==> src/grwi_pkg.sv <==
// Shared types, constants and the arctangent table of the grid ray caster.
package grwi_pkg;

  localparam int CW            = 20;
  localparam int WW            = 48;
  localparam int CNT_W         = 6;
  localparam int CORDIC_ITERS  = 20;
  localparam int DIV_ITERS     = 48;
  localparam int SQRT_ITERS    = 21;
  localparam int SQ_W          = 42;
  localparam int DIST_W        = 22;

  localparam logic [14:0] FULL_TURN = 15'd23040;
  localparam logic [14:0] ANG_90    = 15'd5760;
  localparam logic [14:0] ANG_180   = 15'd11520;
  localparam logic [14:0] ANG_270   = 15'd17280;
  localparam logic [14:0] SNAP_TOL  = 15'd63;

  typedef enum logic [1:0] {
    OP_CORDIC,
    OP_DIV,
    OP_SQRT,
    OP_MUL
  } grwi_op_e;

  typedef struct packed {
    logic [WW-1:0] a;
    logic [WW-1:0] b;
    logic [WW-1:0] c;
  } grwi_work_t;

  function automatic logic [19:0] atan_rom(input logic [4:0] i);
    logic [19:0] v;
    case (i)
      5'd0:    v = 20'd737280;
      5'd1:    v = 20'd435242;
      5'd2:    v = 20'd229970;
      5'd3:    v = 20'd116736;
      5'd4:    v = 20'd58595;
      5'd5:    v = 20'd29326;
      5'd6:    v = 20'd14667;
      5'd7:    v = 20'd7334;
      5'd8:    v = 20'd3667;
      5'd9:    v = 20'd1833;
      5'd10:   v = 20'd917;
      5'd11:   v = 20'd458;
      5'd12:   v = 20'd229;
      5'd13:   v = 20'd115;
      5'd14:   v = 20'd57;
      5'd15:   v = 20'd29;
      5'd16:   v = 20'd14;
      5'd17:   v = 20'd7;
      5'd18:   v = 20'd4;
      5'd19:   v = 20'd2;
      default: v = 20'd0;
    endcase
    return v;
  endfunction

endpackage

==> src/grwi_step_unit.sv <==
// Shared arithmetic step: CORDIC rotation, divide step, square root step or multiply.
module grwi_step_unit (
  input  grwi_pkg::grwi_op_e   op_i,
  input  logic [4:0]           iter_i,
  input  grwi_pkg::grwi_work_t cur_i,
  output grwi_pkg::grwi_work_t nxt_o
);

  localparam int WW = grwi_pkg::WW;

  logic [WW-1:0]        sh;
  logic [WW-1:0]        trial;
  logic [WW-1:0]        diff;
  logic                 ge;
  logic signed [WW-1:0] x;
  logic signed [WW-1:0] y;
  logic signed [WW-1:0] z;
  logic signed [WW-1:0] xs;
  logic signed [WW-1:0] ys;
  logic signed [WW-1:0] at;
  logic [55:0]          prod;

  // The divider and the square root share one compare and subtract.
  assign sh    = (op_i == grwi_pkg::OP_SQRT) ? {cur_i.a[WW-3:0], cur_i.b[WW-1:WW-2]}
                                             : {cur_i.a[WW-2:0], cur_i.b[WW-1]};
  assign trial = (op_i == grwi_pkg::OP_SQRT) ? {cur_i.c[WW-3:0], 2'b01} : cur_i.c;
  assign ge    = (sh >= trial);
  assign diff  = sh - trial;

  assign x    = $signed(cur_i.a);
  assign y    = $signed(cur_i.b);
  assign z    = $signed(cur_i.c);
  assign xs   = x >>> iter_i;
  assign ys   = y >>> iter_i;
  assign at   = $signed(WW'(grwi_pkg::atan_rom(iter_i)));
  assign prod = cur_i.a[23:0] * cur_i.b[31:0];

  always_comb begin
    nxt_o = cur_i;
    unique case (op_i)
      grwi_pkg::OP_CORDIC: begin
        if (!z[WW-1]) begin
          nxt_o.a = $unsigned(x - ys);
          nxt_o.b = $unsigned(y + xs);
          nxt_o.c = $unsigned(z - at);
        end else begin
          nxt_o.a = $unsigned(x + ys);
          nxt_o.b = $unsigned(y - xs);
          nxt_o.c = $unsigned(z + at);
        end
      end
      grwi_pkg::OP_DIV: begin
        nxt_o.a = ge ? diff : sh;
        nxt_o.b = {cur_i.b[WW-2:0], ge};
      end
      grwi_pkg::OP_SQRT: begin
        nxt_o.a = ge ? diff : sh;
        nxt_o.b = {cur_i.b[WW-3:0], 2'b00};
        nxt_o.c = {cur_i.c[WW-2:0], ge};
      end
      grwi_pkg::OP_MUL: begin
        nxt_o.a = prod[WW-1:0];
      end
      default: nxt_o = cur_i;
    endcase
  end

endmodule

==> src/grid_ray_wall_intersection.sv <==
// Top level of the grid ray caster: sequencer, crossing registers and handshakes.
// One ray runs 20 CORDIC rotations and up to three divisions on the shared step unit
// for its setup, followed by at most MAX_STEPS tile steps; each step needs up to two
// distance evaluations, one when the ray is axis-aligned.
// Snapped angles skip the CORDIC and the tangent division. One ray is in flight at a time.
// Reset clears the map register to all walls and empties the output register.
module grid_ray_wall_intersection #(
  parameter int TILE_SHIFT = 6,
  parameter int MAP_SIDE   = 8,
  parameter int MAX_STEPS  = 16
) (
  input  logic        clk_i,
  input  logic        rst_ni,
  input  logic        cfg_valid_i,
  output logic        cfg_ready_o,
  input  logic [63:0] open_map_i,
  input  logic        in_valid_i,
  output logic        in_ready_o,
  input  logic [8:0]  player_x_i,
  input  logic [8:0]  player_y_i,
  input  logic [14:0] ray_angle_i,
  output logic        out_valid_o,
  input  logic        out_ready_i,
  output logic [8:0]  hit_x_o,
  output logic [8:0]  hit_y_o,
  output logic        wall_found_o
);

  localparam int CW     = grwi_pkg::CW;
  localparam int WW     = grwi_pkg::WW;
  localparam int CNT_W  = grwi_pkg::CNT_W;
  localparam int STEP_W = $clog2(MAX_STEPS + 1);
  localparam int HI_RAW = MAP_SIDE * (1 << TILE_SHIFT) - 1;
  localparam int HI     = (HI_RAW > 511) ? 511 : HI_RAW;
  localparam logic signed [CW-1:0] TILE_C  = CW'(64'(1) << TILE_SHIFT);
  localparam logic signed [CW-1:0] NEG_ONE = '1;
  localparam logic signed [CW-1:0] HI_C    = CW'(HI);
  localparam logic [STEP_W-1:0]    LAST_STEP = STEP_W'(MAX_STEPS - 1);
  localparam logic [CNT_W-1:0] CORD_LAST = CNT_W'(grwi_pkg::CORDIC_ITERS - 1);
  localparam logic [CNT_W-1:0] DIV_LAST  = CNT_W'(grwi_pkg::DIV_ITERS - 1);
  localparam logic [CNT_W-1:0] SQRT_LAST = CNT_W'(grwi_pkg::SQRT_ITERS - 1);

  typedef enum logic [19:0] {
    S_IDLE   = 20'b00000000000000000001,
    S_CORD   = 20'b00000000000000000010,
    S_TCHK   = 20'b00000000000000000100,
    S_TDIV   = 20'b00000000000000001000,
    S_TSAT   = 20'b00000000000000010000,
    S_HX     = 20'b00000000000000100000,
    S_HDIV   = 20'b00000000000001000000,
    S_VMUL   = 20'b00000000000010000000,
    S_VYS    = 20'b00000000000100000000,
    S_HDXS   = 20'b00000000001000000000,
    S_HDXD   = 20'b00000000010000000000,
    S_HDXF   = 20'b00000000100000000000,
    S_DSTART = 20'b00000001000000000000,
    S_DSQX   = 20'b00000010000000000000,
    S_DSQY   = 20'b00000100000000000000,
    S_DSQRT  = 20'b00001000000000000000,
    S_FIRST  = 20'b00010000000000000000,
    S_STEP   = 20'b00100000000000000000,
    S_PICK   = 20'b01000000000000000000,
    S_OUT    = 20'b10000000000000000000
  } state_e;

  state_e state_q, state_d;
  logic [CNT_W-1:0] cnt_q, cnt_d;
  grwi_pkg::grwi_work_t ws_q, ws_d, unit_in, unit_out;
  grwi_pkg::grwi_op_e unit_op;
  logic [63:0] open_map_q;
  logic [8:0]  px_q, px_d, py_q, py_d;
  logic        down_q, down_d, left_q, left_d, hoff_q, hoff_d, voff_q, voff_d;
  logic [31:0] tq_q, tq_d;
  logic signed [CW-1:0] hx_q, hx_d, hy_q, hy_d, vx_q, vx_d, vy_q, vy_d;
  logic signed [CW-1:0] cx_q, cx_d, cy_q, cy_d;
  logic [CW-1:0] hdx_q, hdx_d;
  logic [grwi_pkg::SQ_W-1:0] sq_q, sq_d;
  logic [grwi_pkg::DIST_W-1:0] dh_q, dh_d, dv_q, dv_d;
  logic dsel_q, dsel_d, loop_q, loop_d, stop_q, stop_d;
  logic [STEP_W-1:0] step_q, step_d;
  logic out_valid_q, out_valid_d, found_q, found_d;
  logic [8:0] hit_x_q, hit_x_d, hit_y_q, hit_y_d;

  logic [14:0] ang_w, ang_s, ref1, ref2;
  logic a_down, a_left, a_hoff, a_voff;
  logic signed [CW-1:0] pxw, pyw, hy_new, yo_h, vx_new, xo_v, sel_x, sel_y, dxs, dys;
  logic signed [CW-1:0] dxm, dym, hstep, vdy_w, yo_v, xo_h;
  logic signed [CW-1:0] hxn, hyn, vxn, vyn, pick_x, pick_y;
  logic [31+TILE_SHIFT:0] tq_sh;
  logic [grwi_pkg::SQ_W-1:0] sq_sum;
  logic h_lt, v_lt, solid_h, solid_v, solid_p;

  function automatic logic in_map(input logic signed [CW-1:0] x, input logic signed [CW-1:0] y);
    logic signed [CW-1:0] col;
    logic signed [CW-1:0] row;
    col = x >>> TILE_SHIFT;
    row = y >>> TILE_SHIFT;
    return !x[CW-1] && !y[CW-1] && ($unsigned(col) < CW'(MAP_SIDE))
           && ($unsigned(row) < CW'(MAP_SIDE));
  endfunction

  function automatic logic is_solid(input logic signed [CW-1:0] x,
                                    input logic signed [CW-1:0] y,
                                    input logic [63:0] m);
    logic [5:0] idx;
    idx = 6'(6'(y >>> TILE_SHIFT) * 6'(MAP_SIDE) + 6'(x >>> TILE_SHIFT));
    return !in_map(x, y) || !m[idx];
  endfunction

  function automatic logic [8:0] clamp_out(input logic signed [CW-1:0] v);
    logic signed [CW-1:0] r;
    if (v[CW-1]) begin
      r = '0;
    end else if (v > HI_C) begin
      r = HI_C;
    end else begin
      r = v;
    end
    return r[8:0];
  endfunction

  grwi_step_unit u_step (
    .op_i   (unit_op),
    .iter_i (cnt_q[4:0]),
    .cur_i  (unit_in),
    .nxt_o  (unit_out)
  );

  // Angle decode of the incoming item.
  always_comb begin
    ang_w = (ray_angle_i >= grwi_pkg::FULL_TURN) ? ray_angle_i - grwi_pkg::FULL_TURN
                                                 : ray_angle_i;
    if (ang_w >= grwi_pkg::ANG_270 - grwi_pkg::SNAP_TOL &&
        ang_w <= grwi_pkg::ANG_270 + grwi_pkg::SNAP_TOL) begin
      ang_s = grwi_pkg::ANG_270;
    end else if (ang_w >= grwi_pkg::ANG_90 - grwi_pkg::SNAP_TOL &&
                 ang_w <= grwi_pkg::ANG_90 + grwi_pkg::SNAP_TOL) begin
      ang_s = grwi_pkg::ANG_90;
    end else if (ang_w >= grwi_pkg::ANG_180 - grwi_pkg::SNAP_TOL &&
                 ang_w <= grwi_pkg::ANG_180 + grwi_pkg::SNAP_TOL) begin
      ang_s = grwi_pkg::ANG_180;
    end else if (ang_w <= grwi_pkg::SNAP_TOL ||
                 ang_w >= grwi_pkg::FULL_TURN - grwi_pkg::SNAP_TOL) begin
      ang_s = '0;
    end else begin
      ang_s = ang_w;
    end
    a_down = ang_s > grwi_pkg::ANG_180;
    a_left = ang_s > grwi_pkg::ANG_90 && ang_s < grwi_pkg::ANG_270;
    a_hoff = ang_s == '0 || ang_s == grwi_pkg::ANG_180;
    a_voff = ang_s == grwi_pkg::ANG_90 || ang_s == grwi_pkg::ANG_270;
    ref1   = (ang_s >= grwi_pkg::ANG_180) ? ang_s - grwi_pkg::ANG_180 : ang_s;
    ref2   = (ref1 > grwi_pkg::ANG_90) ? grwi_pkg::ANG_180 - ref1 : ref1;
  end

  // Geometry helpers shared by the sequencer states.
  always_comb begin
    pxw    = $signed(CW'(px_q));
    pyw    = $signed(CW'(py_q));
    hy_new = ((pyw >>> TILE_SHIFT) <<< TILE_SHIFT) + (down_q ? TILE_C : NEG_ONE);
    yo_h   = down_q ? hy_new - pyw : pyw - hy_new;
    vx_new = ((pxw >>> TILE_SHIFT) <<< TILE_SHIFT) + (left_q ? NEG_ONE : TILE_C);
    xo_v   = left_q ? pxw - vx_new : vx_new - pxw;
    xo_h   = $signed(ws_q.b[CW-1:0]);
    yo_v   = $signed(ws_q.a[16 +: CW]);
    tq_sh  = {tq_q, {TILE_SHIFT{1'b0}}};
    vdy_w  = $signed(CW'(tq_sh >> 16));
    hstep  = $signed(hdx_q);
    sel_x  = dsel_q ? vx_q : hx_q;
    sel_y  = dsel_q ? vy_q : hy_q;
    dxs    = sel_x - pxw;
    dys    = sel_y - pyw;
    dxm    = dxs[CW-1] ? -dxs : dxs;
    dym    = dys[CW-1] ? -dys : dys;
    h_lt   = hoff_q ? 1'b0 : (voff_q ? 1'b1 : (dh_q < dv_q));
    v_lt   = voff_q ? 1'b0 : (hoff_q ? 1'b1 : (dv_q < dh_q));
    solid_h = is_solid(hx_q, hy_q, open_map_q);
    solid_v = is_solid(vx_q, vy_q, open_map_q);
    pick_x  = h_lt ? hx_q : vx_q;
    pick_y  = h_lt ? hy_q : vy_q;
    solid_p = is_solid(pick_x, pick_y, open_map_q);
    sq_sum  = sq_q + unit_out.a[grwi_pkg::SQ_W-1:0];
  end

  // Step unit operand selection.
  always_comb begin
    unit_in = ws_q;
    unique case (state_q)
      S_CORD:                  unit_op = grwi_pkg::OP_CORDIC;
      S_TDIV, S_HDIV, S_HDXD:  unit_op = grwi_pkg::OP_DIV;
      S_DSQRT:                 unit_op = grwi_pkg::OP_SQRT;
      default:                 unit_op = grwi_pkg::OP_MUL;
    endcase
    unique case (state_q)
      S_VMUL: begin
        unit_in.a = WW'($unsigned(xo_v));
        unit_in.b = WW'(tq_q);
      end
      S_DSQX: begin
        unit_in.a = WW'($unsigned(dxm));
        unit_in.b = WW'($unsigned(dxm));
      end
      S_DSQY: begin
        unit_in.a = WW'($unsigned(dym));
        unit_in.b = WW'($unsigned(dym));
      end
      default: unit_in = ws_q;
    endcase
  end

  always_comb begin
    state_d = state_q;
    cnt_d   = cnt_q;
    ws_d    = ws_q;
    px_d    = px_q;
    py_d    = py_q;
    down_d  = down_q;
    left_d  = left_q;
    hoff_d  = hoff_q;
    voff_d  = voff_q;
    tq_d    = tq_q;
    hx_d    = hx_q;
    hy_d    = hy_q;
    vx_d    = vx_q;
    vy_d    = vy_q;
    cx_d    = cx_q;
    cy_d    = cy_q;
    hdx_d   = hdx_q;
    sq_d    = sq_q;
    dh_d    = dh_q;
    dv_d    = dv_q;
    dsel_d  = dsel_q;
    loop_d  = loop_q;
    stop_d  = stop_q;
    step_d  = step_q;
    hit_x_d = hit_x_q;
    hit_y_d = hit_y_q;
    found_d = found_q;
    hxn     = hx_q;
    hyn     = hy_q;
    vxn     = vx_q;
    vyn     = vy_q;
    out_valid_d = out_valid_q && !out_ready_i;

    unique case (state_q)
      S_IDLE: begin
        if (in_valid_i) begin
          px_d   = player_x_i;
          py_d   = player_y_i;
          down_d = a_down;
          left_d = a_left;
          hoff_d = a_hoff;
          voff_d = a_voff;
          cnt_d  = '0;
          ws_d.a = WW'(1) << 30;
          ws_d.b = '0;
          ws_d.c = WW'(ref2) << 8;
          if (a_hoff) begin
            tq_d    = '0;
            state_d = S_HX;
          end else if (a_voff) begin
            tq_d    = '1;
            state_d = S_HX;
          end else begin
            state_d = S_CORD;
          end
        end
      end
      S_CORD: begin
        ws_d  = unit_out;
        cnt_d = cnt_q + 1'b1;
        if (cnt_q == CORD_LAST) begin
          state_d = S_TCHK;
        end
      end
      S_TCHK: begin
        if (ws_q.b[WW-1] || ws_q.b == '0) begin
          tq_d    = '0;
          state_d = S_HX;
        end else if (ws_q.a[WW-1] || ws_q.a == '0) begin
          tq_d    = '1;
          state_d = S_HX;
        end else begin
          ws_d.a  = '0;
          ws_d.b  = WW'(ws_q.b[31:0]) << 16;
          ws_d.c  = WW'(ws_q.a[31:0]);
          cnt_d   = '0;
          state_d = S_TDIV;
        end
      end
      S_TDIV, S_HDIV, S_HDXD: begin
        ws_d  = unit_out;
        cnt_d = cnt_q + 1'b1;
        if (cnt_q == DIV_LAST) begin
          if (state_q == S_TDIV) begin
            state_d = S_TSAT;
          end else if (state_q == S_HDIV) begin
            state_d = S_VMUL;
          end else begin
            state_d = S_HDXF;
          end
        end
      end
      S_TSAT: begin
        tq_d    = (|ws_q.b[WW-1:32]) ? '1 : ws_q.b[31:0];
        state_d = S_HX;
      end
      S_HX: begin
        hy_d   = hy_new;
        ws_d.a = '0;
        ws_d.c = WW'(tq_q);
        cnt_d  = '0;
        if (voff_q || tq_q == '0) begin
          ws_d.b  = '0;
          state_d = S_VMUL;
        end else begin
          ws_d.b  = WW'($unsigned(yo_h)) << 16;
          state_d = S_HDIV;
        end
      end
      S_VMUL: begin
        hx_d = left_q ? pxw - xo_h : pxw + xo_h;
        vx_d = vx_new;
        ws_d = unit_out;
        if (hoff_q) begin
          ws_d.a = '0;
        end
        state_d = S_VYS;
      end
      S_VYS: begin
        vy_d    = down_q ? pyw + yo_v : pyw - yo_v;
        state_d = S_HDXS;
      end
      S_HDXS: begin
        ws_d.a = '0;
        ws_d.c = WW'(tq_q);
        cnt_d  = '0;
        if (tq_q == '0) begin
          ws_d.b  = '0;
          state_d = S_HDXF;
        end else begin
          ws_d.b  = WW'(1) << (TILE_SHIFT + 16);
          state_d = S_HDXD;
        end
      end
      S_HDXF: begin
        hdx_d   = ws_q.b[CW-1:0];
        dsel_d  = 1'b0;
        loop_d  = 1'b0;
        state_d = S_DSTART;
      end
      S_DSTART: begin
        if (!dsel_q && hoff_q) begin
          dsel_d = 1'b1;
        end else if (dsel_q && voff_q) begin
          state_d = loop_q ? S_PICK : S_FIRST;
        end else begin
          state_d = S_DSQX;
        end
      end
      S_DSQX: begin
        sq_d    = unit_out.a[grwi_pkg::SQ_W-1:0];
        state_d = S_DSQY;
      end
      S_DSQY: begin
        ws_d.a  = '0;
        ws_d.b  = {sq_sum, {(WW - grwi_pkg::SQ_W){1'b0}}};
        ws_d.c  = '0;
        cnt_d   = '0;
        state_d = S_DSQRT;
      end
      S_DSQRT: begin
        ws_d  = unit_out;
        cnt_d = cnt_q + 1'b1;
        if (cnt_q == SQRT_LAST) begin
          if (dsel_q) begin
            dv_d    = unit_out.c[grwi_pkg::DIST_W-1:0];
            state_d = loop_q ? S_PICK : S_FIRST;
          end else begin
            dh_d    = unit_out.c[grwi_pkg::DIST_W-1:0];
            dsel_d  = 1'b1;
            state_d = S_DSTART;
          end
        end
      end
      S_FIRST: begin
        if (!hoff_q && h_lt && solid_h) begin
          cx_d    = hx_q;
          cy_d    = hy_q;
          stop_d  = 1'b1;
          state_d = S_OUT;
        end else if (!voff_q && v_lt && solid_v) begin
          cx_d    = vx_q;
          cy_d    = vy_q;
          stop_d  = 1'b1;
          state_d = S_OUT;
        end else begin
          cx_d    = vx_q;
          cy_d    = vy_q;
          stop_d  = 1'b0;
          step_d  = '0;
          loop_d  = 1'b1;
          state_d = S_STEP;
        end
      end
      S_STEP: begin
        if (!hoff_q && !solid_h) begin
          hxn = hx_q + (left_q ? -hstep : hstep);
          hyn = hy_q + (down_q ? TILE_C : -TILE_C);
        end
        if (!voff_q && !solid_v) begin
          vxn = vx_q + (left_q ? -TILE_C : TILE_C);
          vyn = vy_q + (down_q ? vdy_w : -vdy_w);
        end
        hx_d    = hxn[CW-1] ? '0 : hxn;
        hy_d    = hyn[CW-1] ? '0 : hyn;
        vx_d    = vxn[CW-1] ? '0 : vxn;
        vy_d    = vyn[CW-1] ? '0 : vyn;
        dsel_d  = 1'b0;
        state_d = S_DSTART;
      end
      S_PICK: begin
        cx_d = pick_x;
        cy_d = pick_y;
        if (solid_p) begin
          stop_d  = 1'b1;
          state_d = S_OUT;
        end else if (step_q == LAST_STEP) begin
          stop_d  = 1'b0;
          state_d = S_OUT;
        end else begin
          step_d  = step_q + 1'b1;
          state_d = S_STEP;
        end
      end
      S_OUT: begin
        if (!out_valid_q || out_ready_i) begin
          hit_x_d     = clamp_out(cx_q);
          hit_y_d     = clamp_out(cy_q);
          found_d     = stop_q && in_map(cx_q, cy_q);
          out_valid_d = 1'b1;
          state_d     = S_IDLE;
        end
      end
      default: state_d = S_IDLE;
    endcase
  end

  always_ff @(posedge clk_i or negedge rst_ni) begin
    if (!rst_ni) begin
      state_q     <= S_IDLE;
      out_valid_q <= 1'b0;
      open_map_q  <= '0;
    end else begin
      state_q     <= state_d;
      out_valid_q <= out_valid_d;
      if (cfg_valid_i) begin
        open_map_q <= open_map_i;
      end
    end
  end

  always_ff @(posedge clk_i) begin
    cnt_q   <= cnt_d;
    ws_q    <= ws_d;
    px_q    <= px_d;
    py_q    <= py_d;
    down_q  <= down_d;
    left_q  <= left_d;
    hoff_q  <= hoff_d;
    voff_q  <= voff_d;
    tq_q    <= tq_d;
    hx_q    <= hx_d;
    hy_q    <= hy_d;
    vx_q    <= vx_d;
    vy_q    <= vy_d;
    cx_q    <= cx_d;
    cy_q    <= cy_d;
    hdx_q   <= hdx_d;
    sq_q    <= sq_d;
    dh_q    <= dh_d;
    dv_q    <= dv_d;
    dsel_q  <= dsel_d;
    loop_q  <= loop_d;
    stop_q  <= stop_d;
    step_q  <= step_d;
    hit_x_q <= hit_x_d;
    hit_y_q <= hit_y_d;
    found_q <= found_d;
  end

  assign cfg_ready_o  = 1'b1;
  assign in_ready_o   = (state_q == S_IDLE);
  assign out_valid_o  = out_valid_q;
  assign hit_x_o      = hit_x_q;
  assign hit_y_o      = hit_y_q;
  assign wall_found_o = found_q;

  a_state_onehot: assert property (@(posedge clk_i) disable iff (!rst_ni)
    $onehot(state_q))
    else $error("Sequencer state is not one-hot.");

  a_busy_after_transfer: assert property (@(posedge clk_i) disable iff (!rst_ni)
    in_valid_i && in_ready_o |=> !in_ready_o)
    else $error("Block accepted a second transfer without finishing the first.");

  a_step_bound: assert property (@(posedge clk_i) disable iff (!rst_ni)
    (state_q == S_PICK) |-> (step_q <= LAST_STEP))
    else $error("Tile step counter passed the step limit.");

  a_cordic_bound: assert property (@(posedge clk_i) disable iff (!rst_ni)
    (state_q == S_CORD) |-> (cnt_q <= CORD_LAST))
    else $error("CORDIC iteration counter ran past its last rotation.");

  a_hit_in_map: assert property (@(posedge clk_i) disable iff (!rst_ni)
    out_valid_o && wall_found_o |-> (hit_x_o <= 9'(HI)) && (hit_y_o <= 9'(HI)))
    else $error("Reported wall hit lies outside the map.");

endmodule

==> config.mk <==
export PLATFORM = sky130hd
export DESIGN_NAME = grid_ray_wall_intersection
export DESIGN_NICKNAME = d
export VERILOG_FILES = /design/src/grwi_pkg.sv /design/src/grwi_step_unit.sv /design/src/grid_ray_wall_intersection.sv
export SDC_FILE = /design/constraint.sdc
export NUM_CORES = 2
export LEC_CHECK = 0
export ABC_AREA = 1
export BUFFER_PORTS_ARGS = -buffer_cell sky130_fd_sc_hd__buf_2
export CORE_UTILIZATION = 35
export CTS_CLUSTER_SIZE = 12
export DETAILED_ROUTE_END_ITERATION = 6
export PLACE_DENSITY = 0.48
export SYNTH_ARGS = -nofsm -noshare
export SYNTH_HDL_FRONTEND = slang
export SYNTH_SLANG_ARGS = --single-unit
==> constraint.sdc <==
create_clock -name clk_i -period 11 [get_ports clk_i]
set_clock_uncertainty 0.05 [all_clocks]
set_input_delay 2.2 -clock clk_i [delete_from_list [all_inputs] [get_ports clk_i]]
set_output_delay 2.2 -clock clk_i [all_outputs]
set_load 0.05 [all_outputs]
**After elaboration in Yosys (flattened, before gate mapping)**

Memories as Yosys holds them, arrays and structs flattened. A register that Yosys moved wholly into a read port is not among the register bits.
Index checks and enable logic that the tools add are counted.

- Bits in registers: 542
- Memory bits (read-only): 640
- Bits of input ports: 102
- Output and inout bits: 22
- Logic and storage cells: 372
- Memories kept: 1

Memories:

| memory | depth | bits a word | rd ports | clocked after memory_dff | wr ports | line | RTL |
|---|---|---|---|---|---|---|---|
| (name not given) | 32 | 20 | 1 | 1 | 0 | grwi_pkg.sv:34 | `case (i)` |

- Add/subtract/negate cells: 36
- $mul: 1
- $lt $le $gt $ge: 30
- Equal/unequal tests: 50
- Shift operators: 2
- Mux-type cells: 123
- Bitwise gates (word level): 1
- Reductions and logical operators: 93

Operators by type and width:

| cell | count |
|---|---|
| 144-bit one-hot mux with 7 select lines | 1 |
| 20-bit two-way mux | 36 |
| 144-bit two-way mux | 4 |
| 20-bit one-hot mux with 17 select lines | 1 |
| 48-bit one-hot mux with 3 select lines | 2 |
| 96-bit one-hot mux with 3 select lines | 1 |
| 20-bit one-hot mux with 2 select lines | 6 |
| 32-bit two-way mux | 6 |
| 48-bit two-way mux | 4 |
| 20-bit by 4-bit less-than comparator with 1-bit output (second input constant) | 8 |
| 48-bit subtractor | 3 |
| 19-bit two-way mux | 7 |
| 15-bit two-way mux | 7 |
| 48-bit adder | 2 |
| 48-bit logical NOT | 2 |
| 32-bit one-hot mux with 3 select lines | 1 |
| 48-bit one-hot mux with 2 select lines | 1 |
| 48-bit by 5-bit >>> shifter with 48-bit output | 2 |
| 10-bit by 20-bit adder with 20-bit output | 4 |
| 20-bit adder | 4 |
| 20-bit negator | 4 |
| 10-bit by 20-bit subtractor with 20-bit output | 4 |
| 20-bit by 10-bit subtractor with 20-bit output | 4 |
| 48-bit by 21-bit adder with 48-bit output | 1 |
| other kinds (89) | 221 |

**Longest topological paths before layout**

- Depth after elaboration: 14
- Mapped depth: 77
- Gate-level depth less buffers: 74

**Hierarchy**

Synthesis repeated with hierarchy kept, for this count alone.

- Cell total of the unflattened synthesis: 13019
- Area total of the unflattened synthesis: 87694.1 µm²

Modules (own cells, without submodules):

| module | instances | cells each | area an instance (µm²) | sequential area each (µm²) |
|---|---|---|---|---|
| grwi_step_unit | 1 | 8050 | 48582.8 | 0.0 |
| grid_ray_wall_intersection | 1 | 4969 | 39111.3 | 15551.2 |

**Worst setup path before layout**

No wires, ideal clock.

- Path type: register to register
- From: reg left_q
- To: reg ws_q[95] (netlist bit) (data pin)
- Library setup time: 0.259 ns
- Arrival: 11.481 ns
- Data required time: 10.691 ns
- Path slack: -0.791 ns
- Stages on the path, launching flop included: 61
- Path buffers: 6
- Period minus slack after synthesis: 11.791 ns
- Path through: edfxtp_1 -> buf_2 -> inv_1 -> buf_1 -> clkbuf_1 -> buf_1 -> ha_1 -> inv_1 -> fa_1 -> a21oi_1 -> a221o_1 -> nand2_1 -> a21oi_1 -> o21ai_0 -> nand2_1 -> inv_1 -> nand2_1 -> nand2_1 -> (+25 left out) -> nand2_1 -> nand2_1 -> a21boi_0 -> xor2_1 -> o221ai_1 -> o21ai_0 -> inv_1 -> ha_1 -> a21oi_1 -> inv_1 -> a21oi_1 -> inv_1 -> a211oi_1 -> nand2_1 -> xnor2_1 -> nand2_1 -> nand3_1 -> nand3_1

RTL lines:

| item | line | RTL |
|---|---|---|
| start: declaration | grid_ray_wall_intersection.sv:72 | `logic down_q, down_d, left_q, left_d, hoff_q, hoff_d, voff_q, voff_d;` |
| start signal: assignment | grid_ray_wall_intersection.sv:469 | `left_q <= left_d;` |
| end signal: assignment | grid_ray_wall_intersection.sv:465 | `ws_q <= ws_d;` |
| end: declaration | grid_ray_wall_intersection.sv:68 | `grwi_pkg::grwi_work_t ws_q, ws_d, unit_in, unit_out;` |

==> impl_metrics.py <==
metrics = {
    "final_layout": {
        "nFillCells": 25000,
        "fin_nets": 15100,
        "synthToLayoutAreaGrowth_pct": 27.5,
        "drive_gt1_share_pct": 20.7,
        "fin_util_pct": 45.1,
    },
    "logic_synthesis": {
        "synthSimpleGateAreaFrac_pct": 25.3,
        "ys_seq_area_share_pct": 18.7,
        "syn_inst": 12300,
        "synthAdderAreaFrac_pct": 23.7,
        "syn_nets": 13700,
        "synth.avg_cell_area_um2": 6.90,
        "syn_area_um2": 85200,
        "synth_warnings": 0,
        "synth-async-reset-ratio_pct": 15.4,
        "synth_compound_area_share_pct": 16.9,
        "synth.top_cell.area_share_pct": 15.7,
        "synth_common_cells": "nand2_1 (2724), inv_1 (1916), nor2_1 (1195), o21ai_0 (900), a21oi_1 (871)",
        "synth_top_family_by_area": "simple AND/OR/NAND/NOR gates",
        "yosysMostFrequentCell": "nand2_1",
        "synth_edf_count": 447,
        "synth_ff_type": "edfxtp_1",
        "synth_xor_area_share_pct": 3.68,
        "synth_seq_cells": 552,
        "synth.distinct_cells": 79,
        "synth_area_leaders": "edfxtp_1 (16%), fa_1 (15%), nand2_1 (12%)",
        "yosysTopAreaCell": "edfxtp_1",
        "synthMuxAreaShare_pct": 0.486,
    },
    "global_route": {
        "antenna_found_initial": 18,
        "grt_max_degree": 133,
        "grt_pass1_wl_mm": 664,
        "grt_pass1_vias": 90700,
        "grt_overflow": 0,
        "gr-usage-all-layers_pct": 38.1,
    },
    "min_path": {
        "hold_depth": 1,
        "hold_path_class": "flip-flop to flip-flop",
        "worstHoldEndpoint": "state_q[16]",
        "hold_start": "loop_q",
    },
    "timing": {
        "hold_slack_ns": 0.446,
        "max_freq_ghz": 0.0860,
        "fin_setup_tns_ns": -9.45,
        "setup_viol": 21,
        "setup_slack_ns": -0.634,
        "fin_crit_sh_pct": 106,
        "tightest_slew_ns": 1.37,
        "hold_viol": 0,
        "rsz0062_at_grt": "yes",
        "relSlewSlack_pct": 8.37,
        "maxSlewViolCount": 0,
        "period_minus_slack_ns": 11.63,
    },
    "setup_path": {
        "reg2regPathDepth": 69,
        "r2r_end": "ws_q[121]",
        "cpMostUsedCell": "buf_4",
        "cp.arrival_ns": 12.18,
        "start_kind": "flip-flop",
        "timing.critical_path.fanout_max": 18,
        "cp.required_ns": 11.54,
        "r2r_start": "dsel_q",
        "r2r_slack_ns": -0.63,
        "cp-end-kind": "flip-flop",
        "critPathLaunch": "dsel_q",
        "critical_path.max_stage_delay_ns": 0.55,
        "path_class": "flip-flop to flip-flop",
        "cp_slowest_cell": "fa_1",
    },
    "clock_tree": {
        "root_buffer": "clkbuf_16",
        "h-tree-depth": 3,
        "insertion_delay_ns": 0.79,
        "cts_hold_buf": 0,
        "cts_buffers": 80,
        "cts_sinks": 552,
        "clk_path_buf_depth": 3,
        "clkTransAtPathRegs_ns": 0.06,
        "cts_tree": "done",
    },
    "status": {
        "outcome": "complete, but fails checks",
        "violations": "design-rule violations, negative setup slack",
    },
    "detailed_routing": {
        "wire_per_inst_um": 27.9,
        "drtIter0Drc": 9532,
        "routed-via-count": 93400,
        "drc": 1,
        "routed_via_density": 5.47,
        "dr.pass1.iters": 7,
        "routed_wl_mm": 476,
        "final_antenna_net_count": 0,
    },
    "floorplan": {
        "die_w_um": 495,
        "fp.coreArea_um2": 241000,
        "fp.dieArea_um2": 246000,
        "rows": 180,
        "initial_core_util_pct": 35.3,
        "io_pins": 124,
        "chipHeight_um": 495,
    },
    "placed_design": {
        "port_buffers": 122,
        "pre_cts_slack_ns": -2.07,
        "place_congestion": 1.08,
        "place_hpwl_mm": 395,
    },
    "flow_run": {
        "maxCapViolCount": 0,
    },
}
cells by family after synthesis:
family                   Yosys count
flip-flops                       552
adder cells (fa/ha/maj)         1222
AO/OA/AOI/OAI                   2544
buffers and inverters           2497
XOR/XNOR                         358
AND/OR/NAND/NOR                 5132
multiplexers                      40
other                              1
layout by cell type (no fill, tap or decap), drive strengths merged, types with 29 or more instances in the layout:
master	count
xnor2	113
xor2	245
or2	104
a21oi	881
o21a	45
inv	1965
fa	654
o21bai	29
and2	31
a21boi	54
o22ai	63
o221ai	49
clkinv	52
nand3	681
nor4	52
nand2	2778
nor3	108
a31oi	108
edfxtp	447
o21ai	1031
clkbuf	102
mux2i	29
o2111ai	36
buf	1891
dfrtp	84
ha	568
nand4	112
nor2	1225
o211ai	100
routing by layer:
metal | up-vias | track usage (%) | wire (µm)
met1 | 45400 | 47.1 | 190000
met5 | - | 0 | 62
met4 | 10 | 28.9 | 44400
met3 | 962 | 4.41 | 29300
li1 | 43200 | - | -
met2 | 3821 | 60.8 | 212000
worst max-delay path: cells and delay by family (launching register included):
family	cells	cell delay (ns)
compound gates	7	0.95
fa+ha+maj	9	4.01
simple gates	20	1.86
buf+inv	33	4.03
flops	1	0.51
state kept, by name, indices dropped and copies added (netlist names), 5 cells and up:
signal,cells
ws_q,96
open_map_q,64
unit_in,48
sq_q,42
tq_q,32
dh_q,22
dv_q,22
cx_q,20
cy_q,20
hdx_q,20
hx_q,20
state_q,20
u_step.at,20
vy_q,20
hy_q,15
vx_q,15
hit_x_o,9
hit_y_o,9
px_q,9
py_q,9
cnt_q,6
step_q,5
stage by stage:
step                      cell area, µm²  instances
final                             109000      17100
after floorplan                    85300      12300
after global routing              109000      17100
after detailed placement          101000      16800
after global placement            101000      16800
after CTS                         107000      17000
worst max-delay path by stage:
stage                            to
after detailed placement   ws_q[84]
after CTS                  ws_q[84]
after global placement     ws_q[84]
final                     ws_q[121]
after global routing      ws_q[133]
after floorplan            ws_q[95]
repair_timing:
item,4_1_cts,5_1_grt
endpoints found under the setup margin,63,41
buffers inserted,126,38
cloned,0,1
resized for setup,598,316
pin swaps,225,179
area by class of cell:
cell class / instances / area, µm² / share of cell area, %
antenna: 11 / 27.5 / 0.0253
clock buffer: 101 / 2190 / 2.02
clock inverter: 48 / 569 / 0.524
inverter: 1986 / 7590 / 6.98
multi-input combinational: 9297 / 63000 / 58.0
sequential: 552 / 16000 / 14.7
tap: 3185 / 3990 / 3.67
timing repair buffer: 1892 / 15300 / 14.1
Power is not shown: default switching activity piles up to over one toggle a cycle in this logic, so the estimate is an artifact.
